File: src/bcd_pkg.sv
package bcd_pkg;

    localparam int BUFFERS_DEF    = 32;
    localparam int COUNT_BITS_DEF = 8;

    localparam int OP_W  = 3;
    localparam int DEV_W = 8;
    localparam int BLK_W = 32;
    localparam int IDX_W = 5;
    localparam int ST_W  = 3;

    typedef enum logic [OP_W-1:0] {
        OP_GET     = 3'd0,
        OP_FILL    = 3'd1,
        OP_WRITE   = 3'd2,
        OP_DIRTY   = 3'd3,
        OP_RELEASE = 3'd4,
        OP_PIN     = 3'd5,
        OP_SYNC    = 3'd6,
        OP_NONE    = 3'd7
    } opcode_t;

    typedef enum logic [ST_W-1:0] {
        ST_OK        = 3'd0,
        ST_NO_FREE   = 3'd1,
        ST_BAD_COUNT = 3'd2,
        ST_OVERFLOW  = 3'd3,
        ST_NO_SYNC   = 3'd4
    } status_t;

endpackage

File: src/block_cache_directory_lru_unit.sv
// Block buffer cache directory with least-recently-used replacement.
// Command channel: drive opcode, device, block_number and buffer_index with
// start high while busy is low; the word is taken on that edge and busy
// rises on the next cycle until the last result has been shown.
// Result channel: each result word sits on the result ports for one cycle
// with strobe high; last marks the final word of a command. The receiver
// cannot stall, so results are never held back.
// Entry metadata and the recency links live in synchronous memories with a
// registered read; the control walks the entries one at a time, reading
// each entry and then acting on it. A get searches the tags and, on a
// miss, walks the recency list from the oldest entry for a free victim;
// a sync walks the recency list from the newest entry and moves each
// dirty entry of the device with a zero count to the newest end. Fill,
// write, dirty, release and pin act on the entry at buffer_index; a
// release that drops its count to zero also moves it to the newest end.
// One command is in flight at a time. Reset: a clearing pass writes
// every entry and link to its reset value; busy stays high meanwhile.
module block_cache_directory_lru_unit #(
    parameter int BUFFERS    = bcd_pkg::BUFFERS_DEF,
    parameter int COUNT_BITS = bcd_pkg::COUNT_BITS_DEF
) (
    input  logic                     clk,
    input  logic                     rst_n,
    input  logic                     start,
    output logic                     busy,
    input  logic [bcd_pkg::OP_W-1:0]  opcode,
    input  logic [bcd_pkg::DEV_W-1:0] device,
    input  logic [bcd_pkg::BLK_W-1:0] block_number,
    input  logic [bcd_pkg::IDX_W-1:0] buffer_index,
    output logic                     strobe,
    output logic [bcd_pkg::ST_W-1:0]  status,
    output logic [bcd_pkg::IDX_W-1:0] entry_index,
    output logic                     was_hit,
    output logic                     needs_fill,
    output logic [bcd_pkg::DEV_W-1:0] out_device,
    output logic [bcd_pkg::BLK_W-1:0] out_block,
    output logic                     last
);
    localparam int AW = (BUFFERS > 1) ? $clog2(BUFFERS) : 1;
    localparam int CW = AW + 1;
    localparam logic [COUNT_BITS-1:0] CMAX = {COUNT_BITS{1'b1}};
    localparam logic [AW-1:0] LASTE = AW'(BUFFERS - 1);

    typedef enum logic [10:0] {
        S_CLEAR = 11'b00000000001,
        S_IDLE  = 11'b00000000010,
        S_SRD   = 11'b00000000100,
        S_SCHK  = 11'b00000001000,
        S_VRD   = 11'b00000010000,
        S_VCHK  = 11'b00000100000,
        S_ERD   = 11'b00001000000,
        S_EACT  = 11'b00010000000,
        S_MOVE  = 11'b00100000000,
        S_MOVE2 = 11'b01000000000,
        S_FLUSH = 11'b10000000000
    } state_t;

    // Entry memory word: device, block, tagged, valid, dirty, count
    localparam int EW = bcd_pkg::DEV_W + bcd_pkg::BLK_W + 3 + COUNT_BITS;
    logic [EW-1:0]  ent_mem [BUFFERS];
    logic [AW-1:0]  new_mem [BUFFERS];
    logic [AW-1:0]  old_mem [BUFFERS];

    state_t state_reg, state_next;
    logic [AW-1:0] cur_reg, cur_next;
    logic [CW-1:0] cnt_reg, cnt_next;
    logic [AW-1:0] newest_reg, newest_next, oldest_reg, oldest_next;
    logic [bcd_pkg::OP_W-1:0]  op_reg;
    logic [bcd_pkg::DEV_W-1:0] dev_reg;
    logic [bcd_pkg::BLK_W-1:0] blk_reg;
    logic [bcd_pkg::IDX_W-1:0] idx_reg;
    logic any_reg, any_next;
    logic [AW-1:0] nxt_reg, nxt_next;
    logic [AW-1:0] mv_new_reg, mv_old_reg;

    // Memory ports
    logic [AW-1:0] rd_addr;
    logic [EW-1:0] ent_q;
    logic [AW-1:0] new_q, old_q;
    logic          ent_we;
    logic [AW-1:0] ent_wa;
    logic [EW-1:0] ent_wd;
    logic          nw_we, nw2_we, ol_we, ol2_we;
    logic [AW-1:0] nw_wa, nw_wd, nw2_wa, nw2_wd, ol_wa, ol_wd, ol2_wa, ol2_wd;

    // Result
    logic strobe_next, last_next, hit_next, fill_next;
    logic [bcd_pkg::ST_W-1:0]  st_next;
    logic [bcd_pkg::IDX_W-1:0] ei_next;
    logic [bcd_pkg::DEV_W-1:0] od_next;
    logic [bcd_pkg::BLK_W-1:0] ob_next;

    // Decode entry word
    logic [bcd_pkg::DEV_W-1:0] q_dev;
    logic [bcd_pkg::BLK_W-1:0] q_blk;
    logic q_tag, q_val, q_dty;
    logic [COUNT_BITS-1:0] q_cnt;
    assign {q_dev, q_blk, q_tag, q_val, q_dty, q_cnt} = ent_q;

    function automatic logic [EW-1:0] pack_ent(
        input logic [bcd_pkg::DEV_W-1:0] d, input logic [bcd_pkg::BLK_W-1:0] b,
        input logic t, input logic v, input logic y, input logic [COUNT_BITS-1:0] c);
        pack_ent = {d, b, t, v, y, c};
    endfunction

    logic idx_ok;
    assign idx_ok = ({1'b0, idx_reg} < (bcd_pkg::IDX_W + 1)'(BUFFERS));
    assign busy = (state_reg != S_IDLE);

    // Read memories
    always_ff @(posedge clk)
    begin
        ent_q <= ent_mem[rd_addr];
        new_q <= new_mem[rd_addr];
        old_q <= old_mem[rd_addr];
    end

    // Write memories
    always_ff @(posedge clk)
    begin
        if (ent_we)
        begin
            ent_mem[ent_wa] <= ent_wd;
        end
        if (nw_we)
        begin
            new_mem[nw_wa] <= nw_wd;
        end
        if (nw2_we)
        begin
            new_mem[nw2_wa] <= nw2_wd;
        end
        if (ol_we)
        begin
            old_mem[ol_wa] <= ol_wd;
        end
        if (ol2_we)
        begin
            old_mem[ol2_wa] <= ol2_wd;
        end
    end

    always_comb
    begin
        state_next  = state_reg;
        cur_next    = cur_reg;
        cnt_next    = cnt_reg;
        newest_next = newest_reg;
        oldest_next = oldest_reg;
        any_next    = any_reg;
        nxt_next    = nxt_reg;
        rd_addr     = cur_reg;
        ent_we = 1'b0; ent_wa = cur_reg; ent_wd = ent_q;
        nw_we = 1'b0; nw_wa = cur_reg; nw_wd = cur_reg;
        nw2_we = 1'b0; nw2_wa = cur_reg; nw2_wd = cur_reg;
        ol_we = 1'b0; ol_wa = cur_reg; ol_wd = cur_reg;
        ol2_we = 1'b0; ol2_wa = cur_reg; ol2_wd = cur_reg;
        strobe_next = 1'b0; last_next = 1'b1; hit_next = 1'b0; fill_next = 1'b0;
        st_next = bcd_pkg::ST_OK; ei_next = '0; od_next = '0; ob_next = '0;
        unique case (state_reg)
            S_CLEAR:
            begin
                // Sweep every entry to its reset value
                ent_we = 1'b1;
                ent_wd = '0;
                nw_we = 1'b1; nw_wd = (cur_reg == LASTE) ? '0 : cur_reg + 1'b1;
                ol_we = 1'b1; ol_wd = (cur_reg == '0) ? LASTE : cur_reg - 1'b1;
                cur_next = cur_reg + 1'b1;
                if (cur_reg == LASTE)
                begin
                    state_next = S_IDLE;
                end
            end
            S_IDLE:
            begin
                if (start)
                begin
                    cnt_next = '0;
                    any_next = 1'b0;
                    unique case (bcd_pkg::opcode_t'(opcode))
                        bcd_pkg::OP_GET:
                        begin
                            cur_next = '0;
                            rd_addr = '0;
                            state_next = S_SRD;
                        end
                        bcd_pkg::OP_SYNC:
                        begin
                            cur_next = newest_reg;
                            rd_addr = newest_reg;
                            state_next = S_SRD;
                        end
                        default:
                        begin
                            cur_next = buffer_index[AW-1:0];
                            rd_addr = buffer_index[AW-1:0];
                            state_next = S_ERD;
                        end
                    endcase
                end
            end
            S_SRD:
            begin
                // Read data arrives next cycle
                state_next = S_SCHK;
            end
            S_SCHK:
            begin
                cnt_next = cnt_reg + 1'b1;
                if (op_reg == bcd_pkg::OP_GET)
                begin
                    if (q_tag && q_dev == dev_reg && q_blk == blk_reg)
                    begin
                        // Hit: bump count unless full
                        strobe_next = 1'b1;
                        ei_next = bcd_pkg::IDX_W'(cur_reg);
                        hit_next = 1'b1;
                        fill_next = !q_val;
                        if (q_cnt >= CMAX)
                        begin
                            st_next = bcd_pkg::ST_OVERFLOW;
                        end
                        else
                        begin
                            ent_we = 1'b1;
                            ent_wd = pack_ent(q_dev, q_blk, q_tag, q_val, q_dty,
                                              q_cnt + 1'b1);
                        end
                        state_next = S_IDLE;
                    end
                    else if (cnt_reg == CW'(BUFFERS - 1))
                    begin
                        cnt_next = '0;
                        cur_next = oldest_reg;
                        rd_addr = oldest_reg;
                        state_next = S_VRD;
                    end
                    else
                    begin
                        cur_next = cur_reg + 1'b1;
                        rd_addr = cur_reg + 1'b1;
                        state_next = S_SRD;
                    end
                end
                else
                begin
                    // Sync walk from newest towards oldest
                    nxt_next = old_q;
                    if (q_dev == dev_reg && q_dty)
                    begin
                        strobe_next = 1'b1;
                        last_next = 1'b0;
                        ei_next = bcd_pkg::IDX_W'(cur_reg);
                        od_next = q_dev;
                        ob_next = q_blk;
                        any_next = 1'b1;
                        ent_we = 1'b1;
                        ent_wd = pack_ent(q_dev, q_blk, q_tag, q_val, 1'b0, q_cnt);
                    end
                    if (q_dev == dev_reg && q_dty && q_cnt == '0 &&
                        cur_reg != newest_reg)
                    begin
                        state_next = S_MOVE;
                    end
                    else if (cnt_reg == CW'(BUFFERS - 1))
                    begin
                        state_next = S_IDLE;
                        if (q_dev == dev_reg && q_dty)
                        begin
                            // Pass through S_FLUSH so the held word goes out first
                            state_next = S_FLUSH;
                        end
                        else
                        begin
                            strobe_next = 1'b1;
                            if (!any_reg)
                            begin
                                st_next = bcd_pkg::ST_NO_SYNC;
                            end
                            else
                            begin
                                // No word of its own; the held word goes out as the final one
                                strobe_next = 1'b0;
                            end
                        end
                    end
                    else
                    begin
                        cur_next = old_q;
                        rd_addr = old_q;
                        state_next = S_SRD;
                    end
                end
            end
            S_VRD:
            begin
                state_next = S_VCHK;
            end
            S_VCHK:
            begin
                cnt_next = cnt_reg + 1'b1;
                if (q_cnt == '0)
                begin
                    ent_we = 1'b1;
                    ent_wd = pack_ent(dev_reg, blk_reg, 1'b1, 1'b0, 1'b0,
                                      COUNT_BITS'(1));
                    strobe_next = 1'b1;
                    ei_next = bcd_pkg::IDX_W'(cur_reg);
                    fill_next = 1'b1;
                    state_next = S_IDLE;
                end
                else if (cnt_reg == CW'(BUFFERS - 1))
                begin
                    strobe_next = 1'b1;
                    st_next = bcd_pkg::ST_NO_FREE;
                    state_next = S_IDLE;
                end
                else
                begin
                    cur_next = new_q;
                    rd_addr = new_q;
                    state_next = S_VRD;
                end
            end
            S_ERD:
            begin
                state_next = S_EACT;
            end
            S_EACT:
            begin
                strobe_next = 1'b1;
                ei_next = idx_reg;
                state_next = S_IDLE;
                if (op_reg == bcd_pkg::OP_NONE)
                begin
                    ei_next = '0;
                end
                else if (!idx_ok)
                begin
                    st_next = bcd_pkg::ST_BAD_COUNT;
                end
                else
                begin
                    ent_we = 1'b1;
                    case (bcd_pkg::opcode_t'(op_reg))
                        bcd_pkg::OP_FILL:
                            ent_wd = pack_ent(q_dev, q_blk, q_tag, 1'b1, q_dty, q_cnt);
                        bcd_pkg::OP_WRITE:
                            ent_wd = pack_ent(q_dev, q_blk, q_tag, 1'b1, 1'b0, q_cnt);
                        bcd_pkg::OP_DIRTY:
                            ent_wd = pack_ent(q_dev, q_blk, q_tag, q_val, 1'b1, q_cnt);
                        bcd_pkg::OP_RELEASE:
                        begin
                            if (q_cnt == '0)
                            begin
                                st_next = bcd_pkg::ST_BAD_COUNT;
                                ent_we = 1'b0;
                            end
                            else
                            begin
                                ent_wd = pack_ent(q_dev, q_blk, q_tag, q_val, q_dty,
                                                  q_cnt - 1'b1);
                                if (q_cnt == COUNT_BITS'(1) && cur_reg != newest_reg)
                                begin
                                    // Hold the word until the move completes
                                    strobe_next = 1'b0;
                                    nxt_next = '0;
                                    state_next = S_MOVE;
                                end
                            end
                        end
                        default:
                        begin
                            if (q_cnt >= CMAX)
                            begin
                                st_next = bcd_pkg::ST_OVERFLOW;
                                ent_we = 1'b0;
                            end
                            else
                            begin
                                ent_wd = pack_ent(q_dev, q_blk, q_tag, q_val, q_dty,
                                                  q_cnt + 1'b1);
                            end
                        end
                    endcase
                end
            end
            S_MOVE:
            begin
                // Unlink cur: links captured in mv_*; relink neighbours
                if (cur_reg == oldest_reg)
                begin
                    oldest_next = mv_new_reg;
                end
                else
                begin
                    nw_we = 1'b1; nw_wa = mv_old_reg; nw_wd = mv_new_reg;
                end
                ol_we = 1'b1; ol_wa = mv_new_reg; ol_wd = mv_old_reg;
                state_next = S_MOVE2;
            end
            S_MOVE2:
            begin
                // Append cur at the newest end
                ol2_we = 1'b1; ol2_wa = cur_reg; ol2_wd = newest_reg;
                nw2_we = 1'b1; nw2_wa = newest_reg; nw2_wd = cur_reg;
                nw_we = 1'b1; nw_wa = cur_reg; nw_wd = cur_reg;
                newest_next = cur_reg;
                if (op_reg == bcd_pkg::OP_RELEASE)
                begin
                    strobe_next = 1'b1;
                    ei_next = idx_reg;
                    state_next = S_IDLE;
                end
                else if (cnt_reg == CW'(BUFFERS))
                begin
                    state_next = S_IDLE;
                end
                else
                begin
                    cur_next = nxt_reg;
                    rd_addr = nxt_reg;
                    state_next = S_SRD;
                end
            end
            S_FLUSH:
            begin
                // Release the held sync word as the final one
                state_next = S_IDLE;
            end
            default:
            begin
                state_next = S_IDLE;
            end
        endcase
    end

    // Sync results: a dirty hit is emitted with last low; the final word is
    // patched by a lookahead flag below.
    logic pend_reg, pend_next;
    logic [bcd_pkg::ST_W+bcd_pkg::IDX_W+bcd_pkg::DEV_W+bcd_pkg::BLK_W-1:0] pw_reg, pw_next;
    logic pend_go;

    always_comb
    begin
        pend_go = 1'b0;
        pend_next = pend_reg;
        pw_next = pw_reg;
        if (op_reg == bcd_pkg::OP_SYNC && state_reg != S_IDLE)
        begin
            if (strobe_next && st_next != bcd_pkg::ST_NO_SYNC)
            begin
                pend_go = pend_reg;
                pend_next = 1'b1;
                pw_next = {st_next, ei_next, od_next, ob_next};
            end
            if (state_next == S_IDLE && pend_next)
            begin
                pend_next = 1'b0;
            end
        end
    end

    always_ff @(posedge clk or negedge rst_n)
    begin
        if (!rst_n)
        begin
            state_reg  <= S_CLEAR;
            cur_reg    <= '0;
            cnt_reg    <= '0;
            newest_reg <= LASTE;
            oldest_reg <= '0;
            any_reg    <= 1'b0;
            pend_reg   <= 1'b0;
            strobe     <= 1'b0;
        end
        else
        begin
            state_reg  <= state_next;
            cur_reg    <= cur_next;
            cnt_reg    <= cnt_next;
            newest_reg <= newest_next;
            oldest_reg <= oldest_next;
            any_reg    <= any_next;
            pend_reg   <= pend_next;
            if (op_reg == bcd_pkg::OP_SYNC && state_reg != S_IDLE &&
                state_reg != S_CLEAR && st_next != bcd_pkg::ST_NO_SYNC)
            begin
                strobe <= pend_go || (pend_reg && state_next == S_IDLE) ||
                          (strobe_next && state_next == S_IDLE && !pend_reg);
            end
            else
            begin
                strobe <= strobe_next;
            end
        end
    end

    // Payload registers
    always_ff @(posedge clk)
    begin
        if (state_reg == S_IDLE && start)
        begin
            op_reg  <= opcode;
            dev_reg <= device;
            blk_reg <= block_number;
            idx_reg <= buffer_index;
        end
        if (state_reg == S_SCHK || state_reg == S_EACT)
        begin
            mv_new_reg <= new_q;
            mv_old_reg <= old_q;
        end
        nxt_reg <= nxt_next;
        pw_reg  <= pw_next;
        if (op_reg == bcd_pkg::OP_SYNC && st_next != bcd_pkg::ST_NO_SYNC &&
            state_reg != S_IDLE && state_reg != S_CLEAR)
        begin
            // Emit the previously held word; last when the walk ends here
            if (pend_go || (pend_reg && state_next == S_IDLE))
            begin
                {status, entry_index, out_device, out_block} <= pw_reg;
                last <= (state_next == S_IDLE) && !(strobe_next && pend_reg);
            end
            else
            begin
                {status, entry_index, out_device, out_block} <=
                    {st_next, ei_next, od_next, ob_next};
                last <= 1'b1;
            end
            was_hit    <= 1'b0;
            needs_fill <= 1'b0;
        end
        else
        begin
            status      <= st_next;
            entry_index <= ei_next;
            was_hit     <= hit_next;
            needs_fill  <= fill_next;
            out_device  <= od_next;
            out_block   <= ob_next;
            last        <= last_next;
        end
    end

endmodule

File: config.mk
export PLATFORM = sky130hd
export DESIGN_NAME = block_cache_directory_lru_unit
export DESIGN_NICKNAME = d
export VERILOG_FILES = /design/src/bcd_pkg.sv /design/src/block_cache_directory_lru_unit.sv
export SDC_FILE = /design/constraint.sdc
export NUM_CORES = 2
export LEC_CHECK = 0
export BUFFER_PORTS_ARGS = -buffer_cell sky130_fd_sc_hd__clkbuf_2
export CAP_MARGIN = 30
export CELL_PAD_IN_SITES_DETAIL_PLACEMENT = 1
export CELL_PAD_IN_SITES_GLOBAL_PLACEMENT = 2
export CORE_ASPECT_RATIO = 0.6
export CORE_MARGIN = 2
export CORE_UTILIZATION = 30
export DETAILED_ROUTE_END_ITERATION = 6
export PLACE_DENSITY_LB_ADDON = 0.1
export SLEW_MARGIN = 40
export SYNTH_ARGS = -nofsm -noshare
export SYNTH_HDL_FRONTEND = slang
export SYNTH_SLANG_ARGS = --single-unit
File: constraint.sdc
create_clock -name clk -period 5.9 [get_ports clk]
set_input_delay 1.18 -clock clk [delete_from_list [all_inputs] [get_ports clk]]
set_output_delay 1.18 -clock clk [all_outputs]
set_load 0.005 [all_outputs]
# After elaboration in Yosys (flattened, before gate mapping)
# Memories as Yosys holds them, arrays and structs flattened. A register that Yosys moved wholly into a read port is not among the register bits.
# Cells that the tools add are included.
[totals]
ff_bits = 197
ramBits = 1952
inputBits = 51
wordCells = 265
mem_count = 3
[mem_list]
columns = ["name", "depth", "word_bits", "read_ports", "rd_clocked_by_memory_dff", "wr", "line_no", "text"]
rows = [
  ["ent_mem", 32, 51, 1, 1, 1, "block_cache_directory_lru_unit.sv:60", "logic [EW-1:0] ent_mem [BUFFERS];"],
  ["new_mem", 32, 5, 1, 1, 2, "block_cache_directory_lru_unit.sv:61", "logic [AW-1:0] new_mem [BUFFERS];"],
  ["old_mem", 32, 5, 1, 1, 1, "block_cache_directory_lru_unit.sv:62", "logic [AW-1:0] old_mem [BUFFERS];"],
]
[classes]
add_sub_neg = 5
n_lt_le_gt_ge = 1
n_eq_ne = 36
mux = 150
n_bitwise = 2
reduce_logical = 45
[op_table]
columns = ["op", "count"]
rows = [
  ["$pmux W51 S4", 1],
  ["$mux W5", 36],
  ["$mux W32", 5],
  ["$pmux W11 S10", 1],
  ["$mux W11", 6],
  ["$mux W8", 8],
  ["$mux W9", 6],
  ["$mux W51", 1],
  ["$mux W1", 50],
  ["$pmux W10 S4", 1],
  ["$pmux W5 S2", 4],
  ["$pmux W5 S4", 2],
  ["$eq A32 B32 Y1", 1],
  ["$mux W3", 9],
  ["$pmux W5 S5", 1],
  ["$mux W6", 4],
  ["$eq A11 B2 Y1 const B", 2],
  ["$logic_and A1 B1 Y1", 20],
  ["$pmux W6 S3", 1],
  ["$ne A2 B2 Y1 const B", 7],
  ["$eq A3 B3 Y1 const B", 4],
  ["$eq A11 B1 Y1 const B", 1],
  ["$eq A11 B10 Y1 const B", 1],
  ["$eq A11 B3 Y1 const B", 1],
  ["46 further kinds", 66],
]

# Depth between registers and ports, before layout
[logic_depth]
word_depth = 14
depth_mapped = 18

# Worst setup path after synthesis
# No wires, ideal clock.
[synth_timing]
kind = "input port to flip-flop"
startpoint = "input port start"
endpoint = "register ent_q[49] (read register of ent_mem)"
setup_ns = 0.129
arrival_time_ns = 6.395
slack_ns = -0.623
stages = 12
n_path_buf = 3
cell_sequence = "nand3b_1 nor3_1 a221oi_1 nand3_1 o22a_1 buf_2 buf_6 buf_2 mux2i_1 a22oi_1 a32oi_1 nand4_1"
[synth_between]
elab_chain_cells = 2
[synth_lines]
columns = ["item", "line_no", "text"]
rows = [
  ["start: declaration", "block_cache_directory_lru_unit.sv:24", "input logic start,"],
  ["$mux W5", "n/a", ""],
  ["$pmux W5 S4", "block_cache_directory_lru_unit.sv:160", "unique case (state_reg)"],
  ["end: declaration", "block_cache_directory_lru_unit.sv:78", "logic [EW-1:0] ent_q;"],
]
# No other way between the ends.
# A chain may end at the register's enable or synchronous reset.

# Worst setup path in the final report
[layout_timing]
startpoint = "register ent_q[0] (read register of ent_mem)"
endpoint = "register ent_q[34] (read register of ent_mem)"
[layout_between]
elab_chain_cells = 6
[layout_lines]
columns = ["item", "line_no", "text"]
rows = [
  ["$logic_not A8 Y1 *", "block_cache_directory_lru_unit.sv:260, block_cache_directory_lru_unit.sv:302", ""],
  ["$logic_and A1 B1 Y1 (2 in a row)", "block_cache_directory_lru_unit.sv:260", "if (q_dev == dev_reg && q_dty && q_cnt == '0 &&"],
  ["$mux W5 (2 in a row)", "n/a", ""],
  ["$pmux W5 S4 *", "block_cache_directory_lru_unit.sv:160", ""],
]
# Every way passes the cells marked *; elsewhere a longest branch is shown, timed or not.

==> impl_metrics.env <==
export IMPL_cellLeakagePower_uw=0.0342
export IMPL_rr_endpoint="ent_q[34]$_DFF_P_"
export IMPL_ys_seq_elements=2210
export IMPL_switching_share_pct=38.3
export IMPL_fmax_mhz=171
export IMPL_finClkSkew_ps=87.9
export IMPL_finalNonFillerCells=11038
export IMPL_largest_reg_flops=1632
export IMPL_syn_cell_area_um2=88600
export IMPL_ff2ff_path_depth=13
export IMPL_comb_power_share_pct=33.2
export IMPL_ctsHtreeMaxLevel=4
export IMPL_track_usage_pct=22.5
export IMPL_synth_seq_area_share_pct=73.5
export IMPL_wl_per_cell_um=31.2
export IMPL_place_gp_congestion=0.795
export IMPL_seqPwrFrac_pct=39.4
export IMPL_place_inst=10623
export IMPL_cts_max_path_buffers=4
export IMPL_reg2reg_from="ent_q[0]$_DFF_P_"
export IMPL_root_buffer="clkbuf_16"
export IMPL_gr_usage_met2_pct=32.7
export IMPL_syn_avg_cell_area_um2=13.1
export IMPL_yosysWarnings=0
export IMPL_reg_top3="ent_mem: 1632 flops, new_mem: 160 flops, old_mem: 160 flops"
export IMPL_dieWidth_um=705
export IMPL_syn_inst=6772
export IMPL_drc=0
export IMPL_setup_slack_ps=38.2
export IMPL_period_minus_slack_ps=5860
export IMPL_cp_data_arrival_time_ps=6460
export IMPL_hp_class="input pin to async pin"
export IMPL_fp_dieH_um=425
export IMPL_core_um2=294000
export IMPL_grt_pass1_wl_mm=482
export IMPL_vias=58536
export IMPL_finalSetupViolCount=0
export IMPL_grtUsageMet3_pct=2.89
export IMPL_synthToLayoutAreaGrowth_pct=16.2
export IMPL_dieArea_um2=300000
export IMPL_cts_sinks=2210
export IMPL_endpoint_kind="register"
export IMPL_top_usage_layer="met1"
export IMPL_powerDensity_nw_per_um2=510
export IMPL_crit_required_ps=6500
export IMPL_ir_drop_mv=0.385
export IMPL_tightestPinTransition_ps=959
export IMPL_clkSlewWorstSetupHoldPaths_ps=70
export IMPL_grt_pass1_vias=58340
export IMPL_place_port_buffers=103
export IMPL_clk_latency_ps=930
export IMPL_maxSlewHeadroom_pct=35.1
export IMPL_antenna_found_initial=13
export IMPL_synth_edf_count=2063
export IMPL_slew_violations=0
export IMPL_rows=154
export IMPL_grt_max_degree=121
export IMPL_rrSetupSlack_ps=40
export IMPL_power_switching_uw=20100
export IMPL_firstDrtPassIters=7
export IMPL_whs_ps=394
export IMPL_dp_hpwl_mm=197
export IMPL_fillers=30718
export IMPL_drv_cap=0
export IMPL_viasPerCell=5.30
export IMPL_path_max_fanout=60
export IMPL_syn_num_nets=6836
export IMPL_cts_tree="yes"
export IMPL_p_total_uw=52500
export IMPL_hold_violations=0
export IMPL_start_util_pct=30.2
export IMPL_p_int_uw=32400
export IMPL_cts_resized=0
export IMPL_postSynth_asyncResetShare_pct=1.58
export IMPL_rsz0062_at_grt="false"
export IMPL_status="completed"
export IMPL_ys_types=87
export IMPL_regMostFlops="ent_mem"
export IMPL_cp_start_kind="register"
export IMPL_cts_setup_buffers=0
export IMPL_fin_crit_sh_pct=99.4
export IMPL_synth_main_ff_cell="edfxtp_1"
export IMPL_grt_met1_usage_pct=35.9
export IMPL_clockPowerShare_pct=27.4
export IMPL_crit_type="register to register"
export IMPL_layout_drive_gt1_share_pct=12.7
export IMPL_cts_buffers=228
export IMPL_overflow=0
export IMPL_preCtsSetupSlack_ps=337
export IMPL_tns_ps=0
export IMPL_startpoint="ent_q[0]$_DFF_P_"
export IMPL_routed_wl_mm=344
export IMPL_hold_buffers=0
export IMPL_drtIter0Drc=5559
export IMPL_final_nets=7019
export IMPL_drtAntennaViolNets=0
export IMPL_ios=104
==> final cells by class <==
cell class	count	area [um^2]	area share [%]
antenna	1	2.50	0.00243
clock buffer	292	6150	5.98
clock inverter	120	968	0.941
inverter	26	97.6	0.0948
multi-input combinational	4074	21900	21.2
sequential	2210	65100	63.2
tap	3900	4880	4.74
timing repair buffer	415	3920	3.81
==> cell usage after synthesis, types with 23 or more instances <==
cell type,number,area share (%)
a21oi_1,170,0.96
a221o_1,34,0.38
a22o_1,55,0.54
a22oi_1,64,0.54
a31oi_1,191,1.3
a32oi_1,107,1.1
and2_1,54,0.38
buf_1,25,0.11
buf_2,148,0.84
buf_4,23,0.19
clkbuf_1,248,1.1
dfrtp_1,29,0.82
dfxtp_1,112,2.5
edfxtp_1,2063,70
inv_1,26,0.11
mux2_2,43,0.55
mux2i_1,114,1.3
nand2_1,1837,7.8
nand3_1,633,3.6
nand4_1,209,1.5
nor2_1,129,0.55
nor3_1,28,0.16
o21ai_0,98,0.55
o22ai_1,40,0.28
xnor2_1,31,0.31
xor2_1,31,0.31
==> cell families (layout without fill, tap and decap cells) <==
group	count (synthesis)	in the layout	synth area share (%)
adder cells (fa/ha/maj)	13	13	0.184
buffers and inverters	488	853	2.53
AO/OA/AOI/OAI	836	836	6.41
AND/OR/NAND/NOR	2996	2996	14.8
flip-flops	2210	2210	73.5
multiplexers	167	167	1.96
other	0	1	0
XOR/XNOR	62	62	0.613
==> stage by stage <==
| stage | cell area [um^2] | utilization (%) |
|---|---|---|
| 3_5_place_dp | 95800 | 32.6 |
| 2_1_floorplan | 88600 | - |
| 3_3_place_gp | 95600 | 32.5 |
| 4_1_cts | 103000 | 35.0 |
| 6_report | 103000 | 35.1 |
| 5_1_grt | 103000 | 35.1 |
==> power groups by stage <==
stage               Clock [uW]  Sequential [uW]  Combinational (uW)
floorplan                    0            20500                9530
detailed placement           0            21000               17500
global placement             0            21000               17400
global route             15300            20700               18800
CTS                      14700            20700               17500
finish                   14400            20700               17400
==> worst max-delay path: stages (launching register included) <==
cell and delay, ps:
dfxtp_1 840, inv_1 330, ha_1 320, or4b_4 260, nor2_4 80, o21ai_0 150, nor2_1 130, o311ai_1 860
o22a_4 820, buf_12 370, mux2i_1 250, a22oi_1 110, a32oi_1 390, nand4_1 480
==> layer usage <==
layer / vias to the layer above / routed length, um
met1: 31272 / 178000
met5: - / 0
met3: 323 / 15600
li1: 25531 / -
met2: 1410 / 145000
met4: 0 / 5210
==> cells in the final DEF (no fill, tap or decap), drive strengths merged, types with 54 or more instances in the layout <==
cell,Yosys,routed
a32oi,107,107
dfxtp,112,112
nand2,1838,1838
nor2,130,130
nand3,633,633
mux2i,114,114
a22o,55,55
nand4,209,209
edfxtp,2063,2063
buf,214,312
a22oi,64,64
and2,54,54
clkbuf,248,395
a21oi,171,171
clkinv,0,92
a31oi,192,192
o21ai,102,102
==> worst max path at each step <==
stage                                           to  slack [ps]
final                            ent_q[34]$_DFF_P_          40
after floorplan           ent_mem[19][0]$_DFFE_PP_         660
after CTS                        ent_q[34]$_DFF_P_         250
after detailed placement         ent_q[34]$_DFF_P_         340
after global routing             ent_q[34]$_DFF_P_          20
after global placement           ent_q[34]$_DFF_P_         190
No activity file was read; power rests on OpenSTA's default activity.
